`config.mk`:
```
export PLATFORM = sky130hd
export DESIGN_NAME = base64_stream_codec_unit_flat
export DESIGN_NICKNAME = d
export VERILOG_FILES = /design/src/rtl/b64sc_pkg.sv /design/src/rtl/b64sc_if.sv /design/src/rtl/b64sc_burst.sv /design/src/rtl/base64_stream_codec_unit.sv /design/src/flat_wrapper.sv
export SDC_FILE = /design/constraint.sdc
export NUM_CORES = 1
export LEC_CHECK = 0
export CAP_MARGIN = 10
export CORE_MARGIN = 5
export CORE_UTILIZATION = 39
export CTS_CLUSTER_SIZE = 28
export DETAILED_ROUTE_END_ITERATION = 6
export DONT_BUFFER_PORTS = 1
export SYNTH_ARGS = -nofsm -noshare
export SYNTH_HDL_FRONTEND = slang
export SYNTH_HIERARCHICAL = 1
export SYNTH_SLANG_ARGS = --single-unit
```
`constraint.sdc`:
```
create_clock -name clk -period 5.3 [get_ports clk]
set_input_delay 1.06 -clock clk [delete_from_list [all_inputs] [get_ports clk]]
set_output_delay 1.06 -clock clk [all_outputs]
set_load 0.01 [all_outputs]
```
`src/rtl/b64sc_pkg.sv`:
```
`default_nettype none
package b64sc_pkg;

  localparam logic [7:0] PAD_CHAR = 8'h3D;
  localparam int unsigned MAX_RESULTS = 4;
  localparam int unsigned CNT_W = $clog2(MAX_RESULTS + 1);

  localparam logic DIR_ENCODE = 1'b0;
  localparam logic DIR_DECODE = 1'b1;

  localparam logic [1:0] REG_DIRECTION = 2'd0;

  typedef struct packed {
    logic [MAX_RESULTS-1:0][7:0] data;
    logic [CNT_W-1:0]            count;
    logic                        last;
    logic                        err;
  } burst_t;

  function automatic logic [7:0] char_of(input logic [5:0] s);
    logic [7:0] c;
    if (s < 6'd26) begin
      c = 8'h41 + {2'b00, s};
    end else if (s < 6'd52) begin
      c = 8'h61 + {2'b00, s - 6'd26};
    end else if (s < 6'd62) begin
      c = 8'h30 + {2'b00, s - 6'd52};
    end else if (s == 6'd62) begin
      c = 8'h2B;
    end else begin
      c = 8'h2F;
    end
    return c;
  endfunction

  function automatic logic [5:0] sextet_of(input logic [7:0] c);
    logic [7:0] t;
    t = 8'd0;
    if (c inside {[8'h41:8'h5A]}) begin
      t = c - 8'h41;
    end else if (c inside {[8'h61:8'h7A]}) begin
      t = c - 8'h61 + 8'd26;
    end else if (c inside {[8'h30:8'h39]}) begin
      t = c - 8'h30 + 8'd52;
    end else if (c == 8'h2B) begin
      t = 8'd62;
    end else if (c == 8'h2F) begin
      t = 8'd63;
    end
    return t[5:0];
  endfunction

endpackage
`default_nettype wire

```
`src/rtl/b64sc_if.sv`:
```
`default_nettype none
interface b64sc_in_if;
  logic       valid;
  logic       ready;
  logic [7:0] in_byte;
  logic       in_last;

  modport source (output valid, output in_byte, output in_last, input ready);
  modport sink (input valid, input in_byte, input in_last, output ready);
endinterface

interface b64sc_out_if;
  logic       valid;
  logic       ready;
  logic [7:0] out_byte;
  logic       out_last;
  logic       error;

  modport source (output valid, output out_byte, output out_last, output error, input ready);
  modport sink (input valid, input out_byte, input out_last, input error, output ready);
endinterface
`default_nettype wire

```
`src/rtl/b64sc_burst.sv`:
```
`default_nettype none
module b64sc_burst
  import b64sc_pkg::*;
(
  input  wire logic         clk,
  input  wire logic         rst,
  input  wire logic         load,
  input  wire burst_t       res,
  output logic              free,
  b64sc_out_if.source       out_ch
);

  logic [MAX_RESULTS-1:0][7:0] data;
  logic [CNT_W-1:0]            rem;
  logic                        last;
  logic                        err;
  logic                        fire;

  assign fire = out_ch.valid && out_ch.ready;
  assign free = (rem == '0) || ((rem == CNT_W'(1)) && out_ch.ready);

  assign out_ch.valid    = (rem != '0);
  assign out_ch.out_byte = data[0];
  assign out_ch.out_last = last && (rem == CNT_W'(1));
  assign out_ch.error    = err;

  always_ff @(posedge clk) begin
    if (rst) begin
      rem <= '0;
    end else if (load) begin
      rem <= res.count;
    end else if (fire) begin
      rem <= rem - CNT_W'(1);
    end
  end

  always_ff @(posedge clk) begin
    if (load) begin
      data <= res.data;
      last <= res.last;
      err  <= res.err;
    end else if (fire) begin
      for (int i = 0; i < MAX_RESULTS - 1; i++) begin
        data[i] <= data[i+1];
      end
      data[MAX_RESULTS-1] <= 8'd0;
    end
  end

  a_no_overwrite: assert property (@(posedge clk) disable iff (rst)
    load |-> (rem == '0) || ((rem == CNT_W'(1)) && fire))
    else $error("burst overwritten");

  a_error_shape: assert property (@(posedge clk) disable iff (rst)
    (out_ch.valid && out_ch.error) |-> (out_ch.out_last && (out_ch.out_byte == 8'd0)))
    else $error("error item malformed");

  a_load_count: assert property (@(posedge clk) disable iff (rst)
    load |-> ((res.count != '0) && (res.count <= CNT_W'(MAX_RESULTS))))
    else $error("bad burst count");

endmodule
`default_nettype wire

```
`src/rtl/base64_stream_codec_unit.sv`:
```
// Data path: an accepted item is held in the input register, processed combinationally
// from there, and loaded into the burst register, from which its results are offered.
// Throughput: one item per cycle into the input register while the burst register is
// free or the item produces no result; results leave the burst register at one per
// cycle when out_ch is ready and set the encode rate; decode sustains one char per cycle.
// Reset (rst, synchronous): direction encode, group state cleared, no items held.
`default_nettype none
module base64_stream_codec_unit
  import b64sc_pkg::*;
(
  input  wire logic        clk,
  input  wire logic        rst,
  input  wire logic        psel,
  input  wire logic        penable,
  input  wire logic        pwrite,
  input  wire logic [1:0]  paddr,
  input  wire logic [31:0] pwdata,
  output logic [31:0]      prdata,
  output logic             pready,
  b64sc_in_if.sink         in_ch,
  b64sc_out_if.source      out_ch
);

  logic        direction;
  logic [1:0]  pos;
  logic [23:0] held;
  logic        pad_mark;

  logic [1:0]  pos_next;
  logic [23:0] held_next;
  logic        pad_mark_next;

  logic        s1_valid;
  logic [7:0]  s1_byte;
  logic        s1_last;

  logic        cfg_wr;
  logic        produces;
  logic        burst_free;
  logic        s1_adv;
  burst_t      res;

  assign pready = 1'b1;
  assign cfg_wr = psel && penable && pwrite && (paddr == REG_DIRECTION);
  assign prdata = (paddr == REG_DIRECTION) ? {31'd0, direction} : 32'd0;

  assign s1_adv      = s1_valid && (!produces || burst_free);
  assign in_ch.ready = !s1_valid || s1_adv;

  always_comb begin
    logic [23:0] h;
    logic [23:0] hn;
    logic [5:0]  s;
    logic [1:0]  n;
    logic        is_pad;
    h             = 24'd0;
    s             = sextet_of(s1_byte);
    is_pad        = (s1_byte == PAD_CHAR);
    n             = pos + 2'd1;
    pos_next      = n;
    held_next     = held;
    pad_mark_next = pad_mark;
    produces      = 1'b0;
    res           = '0;
    if (direction == DIR_ENCODE) begin
      hn        = {held[15:0], s1_byte};
      held_next = hn;
      if ((n == 2'd3) || s1_last) begin
        produces = 1'b1;
        case (n)
          2'd1:    h = {s1_byte, 16'd0};
          2'd2:    h = {held[7:0], s1_byte, 8'd0};
          default: h = hn;
        endcase
        res.data[0] = char_of(h[23:18]);
        res.data[1] = char_of(h[17:12]);
        res.data[2] = (n == 2'd1) ? PAD_CHAR : char_of(h[11:6]);
        res.data[3] = (n != 2'd3) ? PAD_CHAR : char_of(h[5:0]);
        res.count   = CNT_W'(4);
        res.last    = s1_last;
        pos_next      = 2'd0;
        held_next     = 24'd0;
        pad_mark_next = 1'b0;
      end
    end else begin
      hn        = {held[17:0], s};
      held_next = hn;
      if (pos == 2'd2) begin
        pad_mark_next = is_pad;
      end
      if (n != 2'd0) begin
        if (s1_last) begin
          produces      = 1'b1;
          res.count     = CNT_W'(1);
          res.last      = 1'b1;
          res.err       = 1'b1;
          pos_next      = 2'd0;
          held_next     = 24'd0;
          pad_mark_next = 1'b0;
        end
      end else begin
        produces    = 1'b1;
        res.data[0] = hn[23:16];
        res.data[1] = hn[15:8];
        res.data[2] = hn[7:0];
        if (is_pad) begin
          res.count = pad_mark ? CNT_W'(1) : CNT_W'(2);
        end else begin
          res.count = CNT_W'(3);
        end
        res.last      = s1_last;
        pos_next      = 2'd0;
        held_next     = 24'd0;
        pad_mark_next = 1'b0;
      end
    end
  end

  always_ff @(posedge clk) begin
    if (rst) begin
      s1_valid <= 1'b0;
    end else if (in_ch.valid && in_ch.ready) begin
      s1_valid <= 1'b1;
    end else if (s1_adv) begin
      s1_valid <= 1'b0;
    end
  end

  always_ff @(posedge clk) begin
    if (in_ch.valid && in_ch.ready) begin
      s1_byte <= in_ch.in_byte;
      s1_last <= in_ch.in_last;
    end
  end

  always_ff @(posedge clk) begin
    if (rst) begin
      direction <= DIR_ENCODE;
      pos       <= 2'd0;
      held      <= 24'd0;
      pad_mark  <= 1'b0;
    end else if (cfg_wr) begin
      direction <= pwdata[0];
      pos       <= 2'd0;
      held      <= 24'd0;
      pad_mark  <= 1'b0;
    end else if (s1_adv) begin
      pos      <= pos_next;
      held     <= held_next;
      pad_mark <= pad_mark_next;
    end
  end

  b64sc_burst u_burst (
    .clk    (clk),
    .rst    (rst),
    .load   (s1_adv && produces),
    .res    (res),
    .free   (burst_free),
    .out_ch (out_ch)
  );

  a_cfg_clears: assert property (@(posedge clk) disable iff (rst)
    cfg_wr |=> (pos == 2'd0) && (held == 24'd0) && !pad_mark)
    else $error("group state not cleared by config write");

  a_encode_shape: assert property (@(posedge clk) disable iff (rst)
    (s1_adv && produces && (direction == DIR_ENCODE)) |-> (!res.err && (res.count == CNT_W'(4))))
    else $error("encode burst malformed");

  a_encode_pos: assert property (@(posedge clk) disable iff (rst)
    (direction == DIR_ENCODE) |-> (pos != 2'd3))
    else $error("encode group overrun");

endmodule
`default_nettype wire

```
`src/flat_wrapper.sv`:
```
// flat-port wrapper written by rule: the top's interface ports become plain ports
module base64_stream_codec_unit_flat import b64sc_pkg::*;
  (clk, rst, psel, penable, pwrite, paddr, pwdata, prdata, pready, in_ch_valid, in_ch_in_byte, in_ch_in_last, in_ch_ready, out_ch_valid, out_ch_out_byte, out_ch_out_last, out_ch_error, out_ch_ready);
  b64sc_in_if in_ch_i ();
  b64sc_out_if out_ch_i ();
  input  wire logic clk;
  input  wire logic rst;
  input  wire logic psel;
  input  wire logic penable;
  input  wire logic pwrite;
  input  wire logic [1:0] paddr;
  input  wire logic [31:0] pwdata;
  output logic [31:0] prdata;
  output logic pready;
  input wire logic [$bits(in_ch_i.valid)-1:0] in_ch_valid;
  input wire logic [$bits(in_ch_i.in_byte)-1:0] in_ch_in_byte;
  input wire logic [$bits(in_ch_i.in_last)-1:0] in_ch_in_last;
  output wire logic [$bits(in_ch_i.ready)-1:0] in_ch_ready;
  output wire logic [$bits(out_ch_i.valid)-1:0] out_ch_valid;
  output wire logic [$bits(out_ch_i.out_byte)-1:0] out_ch_out_byte;
  output wire logic [$bits(out_ch_i.out_last)-1:0] out_ch_out_last;
  output wire logic [$bits(out_ch_i.error)-1:0] out_ch_error;
  input wire logic [$bits(out_ch_i.ready)-1:0] out_ch_ready;
  assign in_ch_i.valid = in_ch_valid;
  assign in_ch_i.in_byte = in_ch_in_byte;
  assign in_ch_i.in_last = in_ch_in_last;
  assign in_ch_ready = in_ch_i.ready;
  assign out_ch_valid = out_ch_i.valid;
  assign out_ch_out_byte = out_ch_i.out_byte;
  assign out_ch_out_last = out_ch_i.out_last;
  assign out_ch_error = out_ch_i.error;
  assign out_ch_i.ready = out_ch_ready;
  base64_stream_codec_unit u_core (.clk(clk), .rst(rst), .psel(psel), .penable(penable), .pwrite(pwrite), .paddr(paddr), .pwdata(pwdata), .prdata(prdata), .pready(pready), .in_ch(in_ch_i), .out_ch(out_ch_i));
endmodule
```
==> flow_summary_export.csv <==
group,metric,value,unit
worst_setup_path,worstPathRequired,5.51,ns
layout,area_growth,3.83,%
routing,vias,5735,
global_routing,grt-ovfl-total,0,
placed_design,post-place-ws,1.40,ns
die,die_area,0.0198,sq mm
power_and_ir_drop,p_leak,2.62,nW
yosys,syn_area_per_cell,8.42,sq um
clocking,cts_tree,"done",
timing,report.final.slew_viol_count,0,
yosys,post_synth_instance_area,0.00666,sq mm
routing,firstDrtPassIters,5,
timing,hold_viol,0,
power_and_ir_drop,total_power,1.87,mW
timing,finalClockSkew,0.00570,ns
timing,finalSetupTns,0,ns
global_routing,grt_antenna_before_repair,0,
die,start_util,39.9,%
global_routing,grt_max_degree,33,
routing,post_drt_via_cell_ratio,5.87,
worst_setup_path,critical_path_arrival,4.14,ns
yosys,ys_warn_count,6,
timing,setup_slack,1.37,ns
clocking,clock_latency,0.34,ns
yosys,synth_cell_types,87,
run,cap_violations,0,
global_routing,grt_pass1_vias,5278,
yosys,yosys.area.top_type,"edfxtp_1",
worst_setup_path,cp_max_fo,25,
worst_setup_path,path_cells,"ha_1 -> buf_4 -> o21ai_0 -> ha_1 -> a211oi_1 -> a22oi_1 -> buf_4 -> o311ai_0 -> mux2_2",
power_and_ir_drop,vdd_drop_max,0.182,mV
clocking,cts_resized,0,
layout,drive_gt1_share,11.2,%
routing,finalWirelength,18.3,mm
layout,antenna_cells,0,
routing,ant_nets,0,
clocking,root_buffer,"clkbuf_16",
die,num_rows,47,
power_and_ir_drop,power_density,270,mW/mm^2
die,fp.dieW,141,um
yosys,synth_edf_count,43,
die,coreArea,0.0167,sq mm
worst_setup_path,worstSetupPathType,"flop to flop",
die,ios,95,
layout,final_nets,848,
timing,setup_viol,0,
placed_design,portBuffers,0,
worst_setup_path,cp-start-kind,"flop",
clocking,cts_setup_buffers,0,
layout,finish.utilization,41.4,%
clocking,clkSlewWorstSetupHoldPaths,0.06,ns
yosys,syn_inst,791,
yosys,synth.area.top_cells,"edfxtp_1, ha_1, dfxtp_1, buf_4, mux2_2",
clocking,holdBufCountCts,0,
clocking,cts.sinks,69,
routing,wl_per_cell,18.8,um
routing,first_iter_violations,617,
placed_design,dp_hpwl,12.9,mm
timing,fin_crit,3.93,ns
clocking,cts_made_buffers,9,
yosys,ys_ff_latch,69,
placed_design,gp_congestion,0.900,
timing,fin_crit_sh,74.1,%
hold_path,hold_path_class,"flop to flop",
timing,relSlewSlack,24.1,%
worst_setup_path,cp_slowest_cell,"o311ai_0",
clocking,cts_max_level,3,
timing,fmax,0.255,GHz
yosys,synth_ff_type,"edfxtp_1",
yosys,yosysSeqAreaShare,27.2,%
worst_setup_path,cpPeakStageDelay,0.80,ns
timing,rsz0062_at_grt,"false",
routing,drcViolationCount,0,
timing,tightest_slew,1.13,ns
global_routing,grt_pass1_wl,28.7,mm
yosys,synthArstFlopShare,0,%
yosys,synth_top_cell_area_share,19.4,%
die,die_y,141,um
worst_setup_path,end_kind,"flop",
run_status,outcome,"completed",
global_routing,grt_usage,18.0,%
clocking,clockBufferDepth,2,
-- layer usage --
layer	global-route usage (%)	share of wire, %	wire (um)	vias up
met3	2.91	5.8	1070	32
li1	-	-	-	2777
met5	0	0	0	-
met1	24.8	46	8360	2729
met2	28.8	46	8420	197
met4	6.12	2.7	495	0
-- critical path, delay by kind of cell, from the launching register on --
family | cells | cell delay (ns)
muxes | 1 | 0.29
AOI/OAI and AO/OA | 4 | 1.44
buffers and inverters | 2 | 0.62
DFF | 1 | 0.40
adders and majority gates | 2 | 1.03
-- through the flow --
step                std cells  hold slack (ns)  cell area (sq um)
floorplan                 821            0.476               6780
global placement          961            0.488               6610
detailed placement        961            0.495               6610
CTS                       977            0.504               6920
global route              977            0.545               6920
finish                    977            0.498               6920
-- path summary, 6_finish.rpt --
check | start | endpoint | slack (ns) | depth (start not counted)
worst max-delay path | u_core/pos[0] | u_core/u_burst/data[10] | 1.37 | 9
worst min-delay path | u_core/held[16] | u_core/held[16] | 0.50 | 2
worst max register to register | u_core/pos[0] | u_core/u_burst/data[10] | 1.37 | 9
worst min register to register | u_core/held[16] | u_core/held[16] | 0.50 | 2
-- power breakdown --
group,total [mW],switching (mW),internal (mW)
Sequential,0.740,0.0747,0.665
Clock,0.625,0.254,0.371
Combinational,0.502,0.310,0.192
Total,1.87,0.639,1.23
-- flip-flops by register name (all words and copies together) (netlist names) --
register,flops
u_core/direction,1
u_core/held,18
u_core/pad_mark,1
u_core/pos,2
u_core/s1_byte,8
u_core/s1_last,1
u_core/s1_valid,1
u_core/u_burst/data,24
u_core/u_burst/last,1
u_core/u_burst/out_ch.error,1
u_core/u_burst/out_ch.out_byte,8
u_core/u_burst/rem,3
-- cell families (layout without fill, tap and decap cells) --
| group | after synthesis | count (layout) | share of synthesized area [%] |
|---|---|---|---|
| compound gates | 222 | 222 | 24.1 |
| xor+xnor | 31 | 31 | 4.08 |
| fa+ha+maj | 46 | 46 | 8.64 |
| buf+inv | 127 | 63 | 10.3 |
| flops | 69 | 69 | 27.2 |
| mux | 33 | 33 | 5.43 |
| other cells | 2 | 32 | 0.113 |
| simple gates | 261 | 261 | 20.2 |
-- cell type report --
cell class / instances / area (sq um)
Clock buffer: 9 / 225
Fill cell: 1692 / 9780
Timing Repair Buffer: 15 / 113
Tap cell: 220 / 275
Multi-Input combinational cell: 625 / 4290
Inverter: 32 / 120
Sequential cell: 69 / 1810
Clock inverter: 7 / 78.8
-- cell usage after synthesis, drive strengths merged (12+ instances only) --
library cell  instances
a211oi               12
ha                   46
dfxtp                26
nor3                 26
nand2                65
o21ai                40
and2                 13
nand2b               12
nor2b                16
buf                  62
nor2                 59
mux2                 25
inv                  30
nand3                16
clkbuf               33
xnor2                22
a21oi                51
a221oi               16
edfxtp               43
-- placed cells by master (no fill, tap or decap), types with 16 or more instances in the layout --
cell type | Yosys | layout
nand2_1 | 63 | 63
nor2_1 | 59 | 58
a21oi_1 | 49 | 49
ha_1 | 46 | 46
edfxtp_1 | 43 | 43
o21ai_0 | 37 | 37
conb_1 | 2 | 32
inv_1 | 29 | 29
dfxtp_1 | 26 | 26
mux2_2 | 25 | 25
nor3_1 | 25 | 24
xnor2_1 | 22 | 22
nor2b_1 | 16 | 16
nand3_1 | 16 | 16
a221oi_1 | 16 | 16
No activity file was read; power rests on OpenSTA's default activity.
